<file path="src/rtl/integer_radix_to_ascii_macros.svh">
// Assertion macros used by the back stage of the integer radix to ASCII converter.
`ifndef INTEGER_RADIX_TO_ASCII_MACROS_SVH
`define INTEGER_RADIX_TO_ASCII_MACROS_SVH

// Same-cycle implication, checked outside reset.
`define IRTA_CHECK(lbl, ante, cons, msg) \
    lbl: assert property (@(posedge i_clk) disable iff (!i_rst_n) (ante) |-> (cons)) \
        else $error(msg);

// Next-cycle implication, checked outside reset.
`define IRTA_CHECK_NEXT(lbl, ante, cons, msg) \
    lbl: assert property (@(posedge i_clk) disable iff (!i_rst_n) (ante) |=> (cons)) \
        else $error(msg);

`endif

</file>
<file path="src/rtl/irta_pkg.sv">
// Types, constants and helpers of the integer radix to ASCII converter.
package irta_pkg;

    localparam int WORD_BITS = 32;
    localparam int STEP_BITS = 8;
    localparam int WORK_BITS = ((WORD_BITS + STEP_BITS - 1) / STEP_BITS) * STEP_BITS;
    localparam int STEPS     = WORK_BITS / STEP_BITS;
    localparam int STEP_W    = (STEPS > 1) ? $clog2(STEPS) : 1;
    localparam int CNT_W     = $clog2(WORD_BITS + 1);
    localparam int IDX_W     = (WORD_BITS > 1) ? $clog2(WORD_BITS) : 1;

    localparam logic [7:0] RADIX_MIN = 8'd2;
    localparam logic [7:0] RADIX_MAX = 8'd36;

    localparam logic [1:0] STATUS_OK        = 2'd0;
    localparam logic [1:0] STATUS_BAD_RADIX = 2'd1;
    localparam logic [1:0] STATUS_OVERFLOW  = 2'd2;

    typedef enum logic [1:0] {
        K_CONVERT   = 2'd0,
        K_BAD_RADIX = 2'd1,
        K_EMPTY     = 2'd2
    } t_kind;

    typedef struct packed {
        logic signed [31:0] value;
        logic [7:0]         radix;
        logic [15:0]        capacity;
    } t_in_item;

    typedef struct packed {
        logic [7:0] char_code;
        logic       has_char;
        logic       last;
        logic [1:0] status;
    } t_out_item;

    typedef struct packed {
        t_kind                kind;
        logic [WORD_BITS-1:0] num;
        logic [5:0]           radix;
        logic [15:0]          capacity;
    } t_job;

    function automatic logic [WORD_BITS-1:0] to_word(input logic signed [31:0] v);
        logic signed [WORD_BITS+31:0] wide;
        wide = (WORD_BITS + 32)'(v);
        return wide[WORD_BITS-1:0];
    endfunction

    function automatic logic [7:0] glyph(input logic [5:0] d);
        logic [7:0] d8;
        d8 = {2'b00, d};
        if (d < 6'd10) begin
            return 8'h30 + d8;
        end
        return 8'h41 + d8 - 8'd10;
    endfunction

endpackage

</file>
<file path="src/rtl/integer_radix_to_ascii.sv">
// Top level of the integer radix to ASCII converter.
//
//  channel  handshake       payload     direction
//  input    push / full     t_in_item   in
//  result   empty / pop     t_out_item  out
//
// Error and empty items pass the front register and job queue, then S_FIN.
// A conversion takes the job in S_IDLE, divides in S_DIV (8 quotient bits a cycle)
// and emits one digit per cycle in S_EMIT while the result register is free.
// Reset is synchronous and active low; it clears control state only.
// A front register and a two-entry job queue accept items while the back
// divides; a result register lets the back run while pop is low.
module integer_radix_to_ascii
    import irta_pkg::*;
(
    input  logic      i_clk,
    input  logic      i_rst_n,
    input  logic      push,
    output logic      full,
    input  t_in_item  i_item,
    output logic      empty,
    input  logic      pop,
    output t_out_item o_item
);

    logic f_valid;
    t_job f_job;
    logic q_full;
    logic q_empty;
    logic q_rd;
    t_job q_job;

    irta_front u_front (
        .i_clk       (i_clk),
        .i_rst_n     (i_rst_n),
        .i_push      (push),
        .o_full      (full),
        .i_item      (i_item),
        .o_job_valid (f_valid),
        .o_job       (f_job),
        .i_job_ready (!q_full)
    );

    irta_queue u_queue (
        .i_clk    (i_clk),
        .i_rst_n  (i_rst_n),
        .i_wr     (f_valid),
        .i_wr_job (f_job),
        .o_full   (q_full),
        .i_rd     (q_rd),
        .o_rd_job (q_job),
        .o_empty  (q_empty)
    );

    irta_back u_back (
        .i_clk       (i_clk),
        .i_rst_n     (i_rst_n),
        .i_job_empty (q_empty),
        .i_job       (q_job),
        .o_job_rd    (q_rd),
        .o_empty     (empty),
        .i_pop       (pop),
        .o_item      (o_item)
    );

endmodule

</file>
<file path="src/rtl/irta_front.sv">
// Front stage: accepts items, classifies them and registers the job.
module irta_front
    import irta_pkg::*;
(
    input  logic     i_clk,
    input  logic     i_rst_n,
    input  logic     i_push,
    output logic     o_full,
    input  t_in_item i_item,
    output logic     o_job_valid,
    output t_job     o_job,
    input  logic     i_job_ready
);

    logic r_valid;
    t_job r_job;
    t_job n_job;
    logic take;

    assign o_full      = r_valid && !i_job_ready;
    assign take        = i_push && !o_full;
    assign o_job_valid = r_valid;
    assign o_job       = r_job;

    always_comb begin
        n_job.num      = to_word(i_item.value);
        n_job.radix    = i_item.radix[5:0];
        n_job.capacity = i_item.capacity;
        if (i_item.radix < RADIX_MIN || i_item.radix > RADIX_MAX) begin
            n_job.kind = K_BAD_RADIX;
        end else if (i_item.capacity == 16'd0) begin
            n_job.kind = K_EMPTY;
        end else begin
            n_job.kind = K_CONVERT;
        end
    end

    always_ff @(posedge i_clk) begin
        if (!i_rst_n) begin
            r_valid <= 1'b0;
        end else if (take) begin
            r_valid <= 1'b1;
        end else if (i_job_ready) begin
            r_valid <= 1'b0;
        end
    end

    always_ff @(posedge i_clk) begin
        if (take) begin
            r_job <= n_job;
        end
    end

endmodule

</file>
<file path="src/rtl/irta_queue.sv">
// Two-entry job queue between front and back stages.
module irta_queue
    import irta_pkg::*;
(
    input  logic i_clk,
    input  logic i_rst_n,
    input  logic i_wr,
    input  t_job i_wr_job,
    output logic o_full,
    input  logic i_rd,
    output t_job o_rd_job,
    output logic o_empty
);

    t_job       r_mem [2];
    logic       r_wp;
    logic       r_rp;
    logic [1:0] r_cnt;
    logic       wr_en;
    logic       rd_en;

    assign o_full   = (r_cnt == 2'd2);
    assign o_empty  = (r_cnt == 2'd0);
    assign wr_en    = i_wr && !o_full;
    assign rd_en    = i_rd && !o_empty;
    assign o_rd_job = r_mem[r_rp];

    always_ff @(posedge i_clk) begin
        if (!i_rst_n) begin
            r_wp  <= 1'b0;
            r_rp  <= 1'b0;
            r_cnt <= 2'd0;
        end else begin
            if (wr_en) begin
                r_wp <= !r_wp;
            end
            if (rd_en) begin
                r_rp <= !r_rp;
            end
            case ({wr_en, rd_en})
                2'b10:   r_cnt <= r_cnt + 2'd1;
                2'b01:   r_cnt <= r_cnt - 2'd1;
                default: r_cnt <= r_cnt;
            endcase
        end
    end

    always_ff @(posedge i_clk) begin
        if (wr_en) begin
            r_mem[r_wp] <= i_wr_job;
        end
    end

endmodule

</file>
<file path="src/rtl/irta_back.sv">
// Back stage: digit extraction by iterative division and result output.
`include "integer_radix_to_ascii_macros.svh"

module irta_back
    import irta_pkg::*;
(
    input  logic      i_clk,
    input  logic      i_rst_n,
    input  logic      i_job_empty,
    input  t_job      i_job,
    output logic      o_job_rd,
    output logic      o_empty,
    input  logic      i_pop,
    output t_out_item o_item
);

    typedef enum logic [3:0] {
        S_IDLE = 4'b0001,
        S_DIV  = 4'b0010,
        S_FIN  = 4'b0100,
        S_EMIT = 4'b1000
    } t_state;

    t_state               r_state;
    t_state               n_state;
    t_job                 r_job;
    logic [WORK_BITS-1:0] r_work;
    logic [WORK_BITS-1:0] n_work;
    logic [5:0]           r_rem;
    logic [5:0]           n_rem;
    logic [STEP_W-1:0]    r_step;
    logic [STEP_W-1:0]    n_step;
    logic [CNT_W-1:0]     r_cnt;
    logic [CNT_W-1:0]     n_cnt;
    logic [1:0]           r_fin_status;
    logic [1:0]           n_fin_status;
    logic [5:0]           r_digits [WORD_BITS];
    logic                 r_out_valid;
    t_out_item            r_out;
    t_out_item            n_out;

    logic [6:0]           d_rem;
    logic [WORK_BITS-1:0] d_work;
    logic                 out_free;
    logic                 out_load;
    logic                 pass_end;
    logic                 dig_wr;
    logic [CNT_W-1:0]     cnt_inc;
    logic [CNT_W-1:0]     cnt_dec;
    logic [IDX_W-1:0]     rd_idx;

    assign out_free = !r_out_valid || i_pop;
    assign o_empty  = !r_out_valid;
    assign o_item   = r_out;
    assign o_job_rd = (r_state == S_IDLE) && !i_job_empty;
    assign pass_end = (r_step == STEP_W'(STEPS - 1));
    assign cnt_inc  = r_cnt + CNT_W'(1);
    assign cnt_dec  = r_cnt - CNT_W'(1);
    assign rd_idx   = cnt_dec[IDX_W-1:0];
    assign dig_wr   = (r_state == S_DIV) && pass_end;

    always_comb begin
        d_rem  = {1'b0, r_rem};
        d_work = r_work;
        for (int k = 0; k < STEP_BITS; k++) begin
            d_rem  = {d_rem[5:0], d_work[WORK_BITS-1]};
            d_work = {d_work[WORK_BITS-2:0], 1'b0};
            if (d_rem >= {1'b0, r_job.radix}) begin
                d_rem     = d_rem - {1'b0, r_job.radix};
                d_work[0] = 1'b1;
            end
        end
    end

    always_comb begin
        n_state      = r_state;
        n_work       = r_work;
        n_rem        = r_rem;
        n_step       = r_step;
        n_cnt        = r_cnt;
        n_fin_status = r_fin_status;
        out_load     = 1'b0;
        n_out        = '0;
        case (r_state)
            S_IDLE: begin
                if (!i_job_empty) begin
                    n_work = WORK_BITS'(i_job.num);
                    n_rem  = '0;
                    n_step = '0;
                    n_cnt  = '0;
                    case (i_job.kind)
                        K_CONVERT: begin
                            n_state = S_DIV;
                        end
                        K_BAD_RADIX: begin
                            n_fin_status = STATUS_BAD_RADIX;
                            n_state      = S_FIN;
                        end
                        default: begin
                            n_fin_status = STATUS_OK;
                            n_state      = S_FIN;
                        end
                    endcase
                end
            end
            S_DIV: begin
                if (pass_end) begin
                    n_work = d_work;
                    n_rem  = '0;
                    n_step = '0;
                    n_cnt  = cnt_inc;
                    if (d_work == '0 || cnt_inc == CNT_W'(WORD_BITS)) begin
                        if (16'(cnt_inc) > r_job.capacity) begin
                            n_fin_status = STATUS_OVERFLOW;
                            n_state      = S_FIN;
                        end else begin
                            n_state = S_EMIT;
                        end
                    end
                end else begin
                    n_work = d_work;
                    n_rem  = d_rem[5:0];
                    n_step = r_step + STEP_W'(1);
                end
            end
            S_FIN: begin
                if (out_free) begin
                    out_load     = 1'b1;
                    n_out.last   = 1'b1;
                    n_out.status = r_fin_status;
                    n_state      = S_IDLE;
                end
            end
            S_EMIT: begin
                if (out_free) begin
                    out_load        = 1'b1;
                    n_out.char_code = glyph(r_digits[rd_idx]);
                    n_out.has_char  = 1'b1;
                    n_out.last      = (r_cnt == CNT_W'(1));
                    n_out.status    = STATUS_OK;
                    n_cnt           = cnt_dec;
                    if (r_cnt == CNT_W'(1)) begin
                        n_state = S_IDLE;
                    end
                end
            end
            default: begin
                n_state = S_IDLE;
            end
        endcase
    end

    always_ff @(posedge i_clk) begin
        if (!i_rst_n) begin
            r_state     <= S_IDLE;
            r_cnt       <= '0;
            r_step      <= '0;
            r_out_valid <= 1'b0;
        end else begin
            r_state <= n_state;
            r_cnt   <= n_cnt;
            r_step  <= n_step;
            if (out_load) begin
                r_out_valid <= 1'b1;
            end else if (i_pop) begin
                r_out_valid <= 1'b0;
            end
        end
    end

    always_ff @(posedge i_clk) begin
        r_work       <= n_work;
        r_rem        <= n_rem;
        r_fin_status <= n_fin_status;
        if (o_job_rd) begin
            r_job <= i_job;
        end
        if (dig_wr) begin
            r_digits[r_cnt[IDX_W-1:0]] <= d_rem[5:0];
        end
        if (out_load) begin
            r_out <= n_out;
        end
    end

    `IRTA_CHECK(a_cnt_range, 1'b1, r_cnt <= CNT_W'(WORD_BITS), "digit count out of range")
    `IRTA_CHECK(a_emit_cnt, r_state == S_EMIT, r_cnt != '0, "emitting with no digits left")
    `IRTA_CHECK(a_div_kind, r_state == S_DIV, r_job.kind == K_CONVERT, "dividing a non-convert job")
    `IRTA_CHECK_NEXT(a_emit_done, r_state == S_EMIT && out_free && r_cnt == CNT_W'(1), r_state == S_IDLE, "emit did not finish")

endmodule

</file>
<file path="config.mk">
export PLATFORM = sky130hd
export DESIGN_NAME = integer_radix_to_ascii
export DESIGN_NICKNAME = d
export VERILOG_FILES = /design/src/rtl/irta_pkg.sv /design/src/rtl/integer_radix_to_ascii.sv /design/src/rtl/irta_front.sv /design/src/rtl/irta_queue.sv /design/src/rtl/irta_back.sv
export VERILOG_INCLUDE_DIRS = /design/src /design/src/rtl
export SDC_FILE = /design/constraint.sdc
export NUM_CORES = 1
export LEC_CHECK = 0
export ABC_AREA = 1
export BUFFER_PORTS_ARGS = -buffer_cell sky130_fd_sc_hd__buf_2
export CAP_MARGIN = 25
export CORE_ASPECT_RATIO = 0.5
export CORE_UTILIZATION = 67
export CTS_CLUSTER_DIAMETER = 120
export CTS_CLUSTER_SIZE = 12
export DETAILED_ROUTE_END_ITERATION = 8
export PLACE_DENSITY_LB_ADDON = 0.15
export SYNTH_ARGS = -nofsm -noshare
export SYNTH_HDL_FRONTEND = slang
export SYNTH_SLANG_ARGS = --single-unit
</file>
<file path="constraint.sdc">
create_clock -name i_clk -period 22.7 [get_ports i_clk]
set_input_delay 4.54 -clock i_clk [delete_from_list [all_inputs] [get_ports i_clk]]
set_output_delay 4.54 -clock i_clk [all_outputs]
set_load 0.03 [all_outputs]
</file>
## Word level (Yosys, flattened, before mapping)

Memories as Yosys holds them, arrays and structs flattened. A register that Yosys moved wholly into a read port is not among the register bits.
Cells that the tools add are included.

- Bits in registers: 148
- Bits in latches: 0
- RAM bits: 304
- Bits in read-only memories: 0
- Input bits: 60
- Output and inout port bits: 14
- Logic and storage cells: 164
- Memories: 2

Memory list:

| name | depth | bits a word | read ports | clocked after Yosys merged registers in | wr ports | RTL line | text |
|---|---|---|---|---|---|---|---|
| u_back.r_digits | 32 | 6 | 1 | 0 | 1 | irta_back.sv:37 | `logic [5:0] r_digits [WORD_BITS];` |
| u_queue.r_mem | 2 | 56 | 1 | 1 | 1 | irta_queue.sv:15 | `t_job r_mem [2];` |

- Add/subtract/negate cells: 16
- Multiply operators: 0
- Div/mod/pow operators: 0
- $lt $le $gt $ge: 12
- Eq/ne operators: 20
- Shift-type cells: 0
- Mux-type cells: 64
- Bitwise gates (word level): 0
- Reduce and logical (&&, ||, !) cells: 29

Operator list:

| operator | count |
|---|---|
| two-way mux 6 bit | 12 |
| one-hot mux 32 bit (2 select lines) | 1 |
| >= comparator 7 x 6 -> 1 bit | 8 |
| subtractor 6 bit | 8 |
| logical NOT 32 bit | 1 |
| two-way mux 32 bit | 1 |
| two-way mux 4 bit | 8 |
| two-way mux 1 bit | 23 |
| one-hot mux 6 bit (3 select lines) | 1 |
| greater-than comparator 6 x 16 -> 1 bit | 1 |
| logical NOT 16 bit | 1 |
| two-way mux 8 bit | 2 |
| one-hot mux 2 bit (2 select lines) | 4 |
| one-hot mux 4 bit (4 select lines) | 1 |
| two-way mux 2 bit | 7 |
| one-hot mux 6 bit (2 select lines) | 1 |
| AND reduction 6 bit | 2 |
| != test 2 bit (second input constant) | 5 |
| adder 7 x 6 -> 8 bit (first input constant) | 1 |
| greater-than comparator 8 x 6 -> 1 bit (second input constant) | 1 |
| less-than comparator 8 x 2 -> 1 bit (second input constant) | 1 |
| != test 2 x 1 -> 1 bit (second input constant) | 4 |
| subtractor 8 x 4 -> 8 bit (second input constant) | 1 |
| adder 6 x 6 -> 7 bit (first input constant) | 1 |
| other kinds (24) | 45 |

## Longest topological paths before layout

Gate-level depths: netlist of the first run.

- Depth after elaboration: 21
- Mapped depth: 88
- Mapped depth without buffers: 87

## Hierarchy

A second synthesis of the first run with hierarchy kept.

- Cell total of the unflattened synthesis: 1,687
- Area, all modules: 20,574.7 um2

By module, submodules not included:

| module | times used | cells each | area each (um2) | seq. area each (um2) |
|---|---|---|---|---|
| irta_back | 1 | 1,377 | 14,257.4 | 8,217.9 |
| irta_queue | 1 | 214 | 4,454.3 | 3,463.3 |
| irta_front | 1 | 95 | 1,859.3 | 1,701.6 |
| integer_radix_to_ascii | 1 | 1 | 3.8 | 0.0 |

## Worst setup path after synthesis of the first run

OpenSTA, ideal clock, no wires.

- Path kind: reg2reg
- Start point: reg u_back.r_job[17] in the netlist's numbering
- End point: mem u_back.r_digits[0][1] (data pin)
- Library setup time: 0.271 ns
- Arrival time: 12.346 ns
- Required time: 22.429 ns
- Slack: 10.083 ns
- Cell stages (with the launch flop): 82
- Buffers on the path: 1
- Clock period less this slack: 12.617 ns
- Path through: edfxtp_1 inv_1 ha_1 nand3_1 nand2_1 nand2_2 nand3_4 nand2_1 nand2_1 ha_1 nand2_1 inv_1 a21oi_1 inv_1 a21oi_1 nand3_4 nand2_1 nand2_1 [46 not listed] a221oi_1 nand3_4 o21ai_0 inv_1 ha_1 a21oi_1 o21bai_1 a21oi_1 nor2_1 nor2_1 o21ai_0 a21oi_1 and2_4 nand2_4 inv_4 or2_1 o21ai_2 inv_1

- Word-level cells in the longest chain between the ends: 16
- Elaborated cells on any way between the ends: 24
- Those cells by class: 8 x add/sub; 8 x order compare; 8 x mux

Ends and longest elaborated chain:

| item | RTL line | text |
|---|---|---|
| from (decl) | irta_back.sv:26 | `t_job r_job;` |
| from (signal assigned) | irta_back.sv:176 | `r_job <= i_job;` |
| subtractor 6 bit / >= comparator 7 x 6 -> 1 bit (equally long branches) | irta_back.sv:69, irta_back.sv:68 |  |
| two-way mux 6 bit | irta_back.sv:68 | `if (d_rem >= {1'b0, r_job.radix}) begin` |
| subtractor 6 bit / >= comparator 7 x 6 -> 1 bit (equally long branches) | irta_back.sv:69, irta_back.sv:68 |  |
| two-way mux 6 bit | irta_back.sv:68 |  |
| subtractor 6 bit / >= comparator 7 x 6 -> 1 bit (equally long branches) | irta_back.sv:69, irta_back.sv:68 |  |
| two-way mux 6 bit | irta_back.sv:68 |  |
| subtractor 6 bit / >= comparator 7 x 6 -> 1 bit (equally long branches) | irta_back.sv:69, irta_back.sv:68 |  |
| two-way mux 6 bit | irta_back.sv:68 |  |
| subtractor 6 bit / >= comparator 7 x 6 -> 1 bit (equally long branches) | irta_back.sv:69, irta_back.sv:68 |  |
| two-way mux 6 bit | irta_back.sv:68 |  |
| >= comparator 7 x 6 -> 1 bit / subtractor 6 bit (equally long branches) | irta_back.sv:68, irta_back.sv:69 |  |
| two-way mux 6 bit | irta_back.sv:68 |  |
| >= comparator 7 x 6 -> 1 bit / subtractor 6 bit (equally long branches) | irta_back.sv:68, irta_back.sv:69 |  |
| two-way mux 6 bit | irta_back.sv:68 |  |
| subtractor 6 bit / >= comparator 7 x 6 -> 1 bit (equally long branches) | irta_back.sv:69, irta_back.sv:68 |  |
| two-way mux 6 bit * | irta_back.sv:68 |  |
| named net u_back.d_rem[1] | irta_back.sv:42 | `logic [6:0] d_rem;` |
| to (decl) | irta_back.sv:37 |  |

The timed path passes the listed nets; every way through them passes the cells marked *.

## Final worst setup path of the first run

- Start point: reg u_back.r_job[17] in the netlist's numbering
- End point: mem u_back.r_digits[4][4] (data pin)

- Word-level cells in the longest chain between the ends: 16
- Elaborated cells on any way between the ends: 24
- Those cells by class: 8 x add/sub; 8 x order compare; 8 x mux

Ends and longest elaborated chain:

| item | RTL line |
|---|---|
| subtractor 6 bit / >= comparator 7 x 6 -> 1 bit (equally long branches) | irta_back.sv:69, irta_back.sv:68 |
| two-way mux 6 bit | irta_back.sv:68 |
| subtractor 6 bit / >= comparator 7 x 6 -> 1 bit (equally long branches) | irta_back.sv:69, irta_back.sv:68 |
| two-way mux 6 bit | irta_back.sv:68 |
| subtractor 6 bit / >= comparator 7 x 6 -> 1 bit (equally long branches) | irta_back.sv:69, irta_back.sv:68 |
| two-way mux 6 bit | irta_back.sv:68 |
| subtractor 6 bit / >= comparator 7 x 6 -> 1 bit (equally long branches) | irta_back.sv:69, irta_back.sv:68 |
| two-way mux 6 bit | irta_back.sv:68 |
| subtractor 6 bit / >= comparator 7 x 6 -> 1 bit (equally long branches) | irta_back.sv:69, irta_back.sv:68 |
| two-way mux 6 bit | irta_back.sv:68 |
| >= comparator 7 x 6 -> 1 bit / subtractor 6 bit (equally long branches) | irta_back.sv:68, irta_back.sv:69 |
| two-way mux 6 bit | irta_back.sv:68 |
| subtractor 6 bit / >= comparator 7 x 6 -> 1 bit (equally long branches) | irta_back.sv:69, irta_back.sv:68 |
| two-way mux 6 bit | irta_back.sv:68 |
| subtractor 6 bit / >= comparator 7 x 6 -> 1 bit (equally long branches) | irta_back.sv:69, irta_back.sv:68 |
| two-way mux 6 bit * | irta_back.sv:68 |
| named net u_back.d_rem[4] | irta_back.sv:42 |

Marked as above.

==> results.py, run 1 <==
metrics = {
    "clocking": {
        "cts_hold_buf": 0,
        "cts_setup_buffers": 0,
        "worstSkewPairLatency_ps": 550,
        "cts_resized": 0,
        "cts_root_buf": "clkbuf_16",
        "cts_buffers": 43,
        "htree_num_levels": 2,
        "cts_tree": "built",
        "cts_sinks": 452,
        "max-clock-path-buffers": 3,
        "path_clk_slew_ps": 70,
    },
    "timing": {
        "finalClockSkew_ps": 22.0,
        "fin_setup_tns_ps": 0,
        "slew_headroom_pct": 28.3,
        "finalCriticalPeriod_ps": 15000,
        "slew_violations": 0,
        "hold_violations": 0,
        "tightest_slew_ps": 1070,
        "timing.final.crit_share_pct": 66.1,
        "max_freq_mhz": 66.7,
        "rsz0062_at_grt": "false",
        "finalSetupViolCount": 0,
    },
    "drt": {
        "drt_iter0_markers": 1174,
        "dr_total_vias": 13200,
        "drc_errors": 0,
        "ant_nets": 0,
        "wl_um": 43300,
        "vias_per_cell": 6.02,
        "first_pass_iters": 5,
        "wire_per_inst_um": 19.7,
    },
    "grt": {
        "antenna_found_initial": 0,
        "grtUsageTotal_pct": 28.3,
        "grt_pass1_vias": 13300,
        "gr-total-overflow": 0,
        "grt_pass1_wl_um": 68900,
        "grt_max_degree": 102,
    },
    "yosys": {
        "synth_common_cells": "edfxtp_1, nand2_1, nor2_1, o21ai_0, inv_1",
        "syn-cell-area_mm2": 0.0204,
        "async_reset_ff_share_pct": 0,
        "synthCells": 1708,
        "synth-edff-count": 433,
        "ys_types": 59,
        "ys_seq_area_share_pct": 65.6,
        "synth_area_per_cell_um2": 11.9,
        "netlist_top_cells_area": "edfxtp_1, o21ai_0, ha_1",
        "yosysMostFrequentCell": "edfxtp_1",
        "yosys_warnings": 0,
        "yosysTopAreaCellShare_pct": 63.8,
        "ys_ff_latch": 452,
        "syn-num-nets": 1840,
        "synth-main-ff-cell": "edfxtp_1",
        "synth_top_cell_by_area": "edfxtp_1",
    },
    "floorplanning": {
        "core-area_mm2": 0.0295,
        "dieArea_mm2": 0.0312,
        "die_x_um": 249,
        "start_util_pct": 69.2,
        "die_h_um": 125,
        "rows": 44,
        "io_pins": 74,
    },
    "setup_path": {
        "required_ps": 22890,
        "worstSetupEndpointType": "flop",
        "rr_worst_depth": 78,
        "slowest_delay_ps": 790,
        "start_kind": "flop",
        "path_class": "flop to flop",
        "arrival_ps": 15190,
        "crit_top_cell": "nand2_1",
        "critPathSlowestCell": "nand2_1",
        "critPathMaxFanout": 32,
    },
    "placed_design": {
        "portBuffers": 72,
        "dp_hpwl_um": 27900,
        "gp_congestion": 0.952,
    },
    "finish": {
        "finalNetCount": 1912,
        "fillers": 1797,
        "num_antenna_cells": 0,
        "drive_gt1_share_pct": 11.7,
        "area_growth_syn_to_layout_pct": 9.66,
    },
    "run_status": {
        "status": "finished clean",
    },
    "min_path": {
        "hp-class": "flop to flop",
        "min_path_cells": 0,
    },
    "run": {
        "cap_violations": 0,
    },
}
[worst paths after layout]
check                    start                     to  slack [ps]
max           u_back.r_job[17]  u_back.r_digits[4][4]        7700
min          u_front.o_job[36]   u_queue.r_mem[0][36]         430
max reg2reg   u_back.r_job[17]  u_back.r_digits[4][4]        7700
min reg2reg  u_front.o_job[36]   u_queue.r_mem[0][36]         430
[area by class of cell]
type	instances	area (um2)	share of cell area [%]
Timing Repair Buffer	88	484	2.17
Inverter	176	663	2.97
Tap cell	391	489	2.19
Multi-Input combinational cell	1019	6130	27.4
Clock buffer	68	1170	5.23
Sequential cell	452	13400	59.9
Clock inverter	2	38.8	0.173
[worst max-delay path, delay by kind of cell, from the launching register on]
family / cells / cell delay [ps]
simple gates: 30 / 4210
flops: 1 / 580
fa+ha+maj: 8 / 2650
compound gates: 29 / 5680
buf+inv: 11 / 1470
[sequential cells by signal, summed over array words and instances, names as in the netlist, named ones only]
name and flops:
u_back.r_job 22, u_front.o_job_valid 1, u_back.o_item 11, u_back.r_rem 6
u_back.r_cnt 6, u_back.r_step 2, u_back.r_out_valid 1, u_queue.r_wp 1
u_back.r_digits 192, u_queue.r_mem 112, u_queue.r_cnt 2, u_back.r_fin_status 2
u_back.r_state 4, u_front.o_job 56, u_back.r_work 32, u_queue.r_rp 1
[placed cells by master (no fill, tap or decap), drive strengths merged, types with 2 or more instances in the layout]
cell    instances
mux2           22
a31oi           2
nand3b          4
nand3          56
a21o            2
o21ai         195
nor2          191
nand2         222
edfxtp        433
o221ai         22
nand4          19
a21oi          49
clkinv          3
xor2           22
a221oi          5
inv           174
buf            88
o21bai          3
mux2i          10
o211ai         37
o31ai           2
or2             4
dfxtp          19
nor4           11
ha             64
and2            3
o21a            4
a211oi          8
fa              8
xnor2          13
o22ai          26
clkbuf         68
nor3            8
[metrics by stage]
step / hold WS [ps] / worst slack, ps / std cells / utilization, % / area (um2)
2_1_floorplan: 421 / 10080 / 1708 / - / 20400
3_3_place_gp: 422 / 8790 / 2125 / 71.8 / 21100
3_5_place_dp: 431 / 8030 / 2126 / 71.8 / 21200
4_1_cts: 436 / 7970 / 2196 / 75.9 / 22400
5_1_grt: 444 / 6410 / 2196 / 75.9 / 22400
6_report: 434 / 7700 / 2196 / 75.9 / 22400
[metal layers]
metal  routed length (um)  GRT usage, %  vias to the layer above
li1                     -             -                     6249
met1                18000          38.2                     6349
met3                 3090          3.94                       94
met2                20900          47.7                      533
met5                    0             0                        -
met4                 1340          10.5                        0
[logic make-up after synthesis]
kind of cell,share of synthesized area [%]
buffers and inverters,4.44
DFF,65.6
xor gates and xnor gates,1.50
AOI/OAI and AO/OA,10.4
adders and majority gates,4.71
muxes,1.71
and+or+nand+nor,11.5
other,0.0184
Power of run 1 is not shown: default switching activity piles up to over one toggle a cycle in this logic, so the estimate is an artifact.
==> run 2, diff against run 1 <==
CORE_UTILIZATION = 56   (was 67)
clock period = 13.1 ns   (was 22.7 ns; I/O delays follow)
==> results.py, run 2 (same netlist as run 1, synthesis figures left out) <==
metrics = {
    "floorplanning": {
        "io_pins": 74,
        "start_util_pct": 58.0,
        "core-area_mm2": 0.0351,
        "dieArea_mm2": 0.0372,
        "rows": 48,
        "die_x_um": 272,
        "die_h_um": 137,
    },
    "placed_design": {
        "portBuffers": 72,
        "gp_congestion": 0.914,
        "dp_hpwl_um": 29500,
        "place_ws_ps": -395,
    },
    "setup_path": {
        "startpoint": "u_back.r_work[31]",
        "critPathSlowestCell": "edfxtp_1",
        "r2r-start": "u_back.r_work[31]",
        "required_ps": 13390,
        "worstSetupEndpointType": "flop",
        "start_kind": "flop",
        "arrival_ps": 12760,
        "path_class": "flop to flop",
        "slowest_delay_ps": 400,
        "critPathMaxFanout": 11,
        "rr_worst_depth": 79,
        "reg2reg_slack_ps": 630,
        "crit_end": "u_back.r_digits[5][0]",
        "r2r-end": "u_back.r_digits[5][0]",
        "crit_top_cell": "nand2_1",
    },
    "drt": {
        "vias_per_cell": 5.69,
        "wire_per_inst_um": 19.6,
        "wl_um": 45500,
        "drt_iter0_markers": 1126,
        "drc_errors": 0,
        "first_pass_iters": 6,
        "dr_total_vias": 13200,
        "ant_nets": 0,
    },
    "timing": {
        "finalClockSkew_ps": 29.5,
        "max_freq_mhz": 80.2,
        "fin_ws_ps": 628,
        "finalSetupViolCount": 0,
        "hold_violations": 0,
        "finalCriticalPeriod_ps": 12470,
        "slew_headroom_pct": 30.5,
        "tightest_slew_ps": 1040,
        "slew_violations": 0,
        "timing.final.crit_share_pct": 95.2,
    },
    "clocking": {
        "max-clock-path-buffers": 3,
        "path_clk_slew_ps": 70,
        "cts_tree": "built",
        "cts_buffers": 43,
        "cts_root_buf": "clkbuf_16",
        "worstSkewPairLatency_ps": 550,
        "htree_num_levels": 2,
        "cts_sinks": 452,
        "cts_hold_buf": 0,
    },
    "grt": {
        "grt_pass1_wl_um": 69300,
        "grt_pass1_vias": 12900,
        "gr-total-overflow": 0,
        "grt_max_degree": 103,
        "grtUsageTotal_pct": 24.2,
        "antenna_found_initial": 0,
    },
    "finish": {
        "final_common_cell": "edfxtp_1",
        "mostFrequentLayoutCells": "edfxtp_1, nand2_1, nor2_1, o21ai_0, inv_1",
        "finalNetCount": 1954,
        "largest_register_ffs": 192,
        "area_growth_syn_to_layout_pct": 13.0,
        "drive_gt1_share_pct": 15.5,
        "fillers": 2626,
        "num_antenna_cells": 0,
    },
    "run_status": {
        "status": "finished clean",
    },
    "run": {
        "cap_violations": 0,
    },
    "min_path": {
        "hp-class": "flop to flop",
    },
}
run 2: repair_timing:
action	CTS	global route
buffers inserted	6	14
gates cloned	2	0
resized for setup	12	39
pin swaps	0	16
endpoints found under the setup margin	129	205
endpoints found under the hold margin	0	0
run 2: worst max-delay path, delay by kind of cell, from the launching register on:
| kind | cells | cell delay (ps) |
|---|---|---|
| adder cells (fa/ha/maj) | 9 | 2660 |
| AND/OR/NAND/NOR | 24 | 2540 |
| buffers and inverters | 14 | 1350 |
| AO/OA/AOI/OAI | 31 | 5020 |
| flip-flops | 1 | 400 |
| XOR/XNOR | 1 | 270 |
run 2: routing by layer:
layer  share of wire [%]  routed length, um  GRT usage [%]  up-vias
met1                  44              20000           32.2     6419
li1                    -                  -              -     6338
met2                  49              22200           41.7      371
met5                   0                  0              0        -
met4                 2.6               1180           7.37        0
met3                 4.6               2100           3.35       83
run 2: how the worst min path moves through the flow:
stage / startpoint / endpoint / slack (ps) / cells past startpoint
after floorplan: u_front.o_job[0] / u_queue.r_mem[0][0] / 420 / 0
after global placement: u_front.o_job[6] / u_queue.r_mem[0][6] / 420 / 0
after detailed placement: u_front.o_job[33] / u_queue.r_mem[1][33] / 430 / 0
after CTS: u_front.o_job[16] / u_queue.r_mem[1][16] / 440 / 0
after global routing: u_front.o_job[0] / u_queue.r_mem[0][0] / 440 / 0
final: u_front.o_job[3] / u_queue.r_mem[0][3] / 440 / 0
run 2: final cells by class:
| cell class | instances | area, um2 | area share (%) |
|---|---|---|---|
| multi-input cells | 1019 | 6360 | 27.6 |
| repair inverters | 2 | 15.0 | 0.0652 |
| well taps | 475 | 594 | 2.58 |
| clock buffers | 69 | 1170 | 5.09 |
| flip-flops and latches | 452 | 13400 | 58.1 |
| repair buffers | 128 | 806 | 3.50 |
| inverters | 176 | 671 | 2.91 |
| clock inverters | 2 | 38.8 | 0.168 |
run 2: stage by stage:
stage	hold WS [ps]	cells	util (%)	instance area (um2)	setup TNS [ps]
after floorplan	421	1708	-	20400	0
after global placement	422	2230	61.0	21400	0
after detailed placement	431	2230	61.0	21400	-33140
after CTS	441	2309	64.7	22700	0
after global routing	444	2323	65.6	23000	-5340
final	440	2323	65.6	23000	0
Power of run 2 is left out for the same reason.
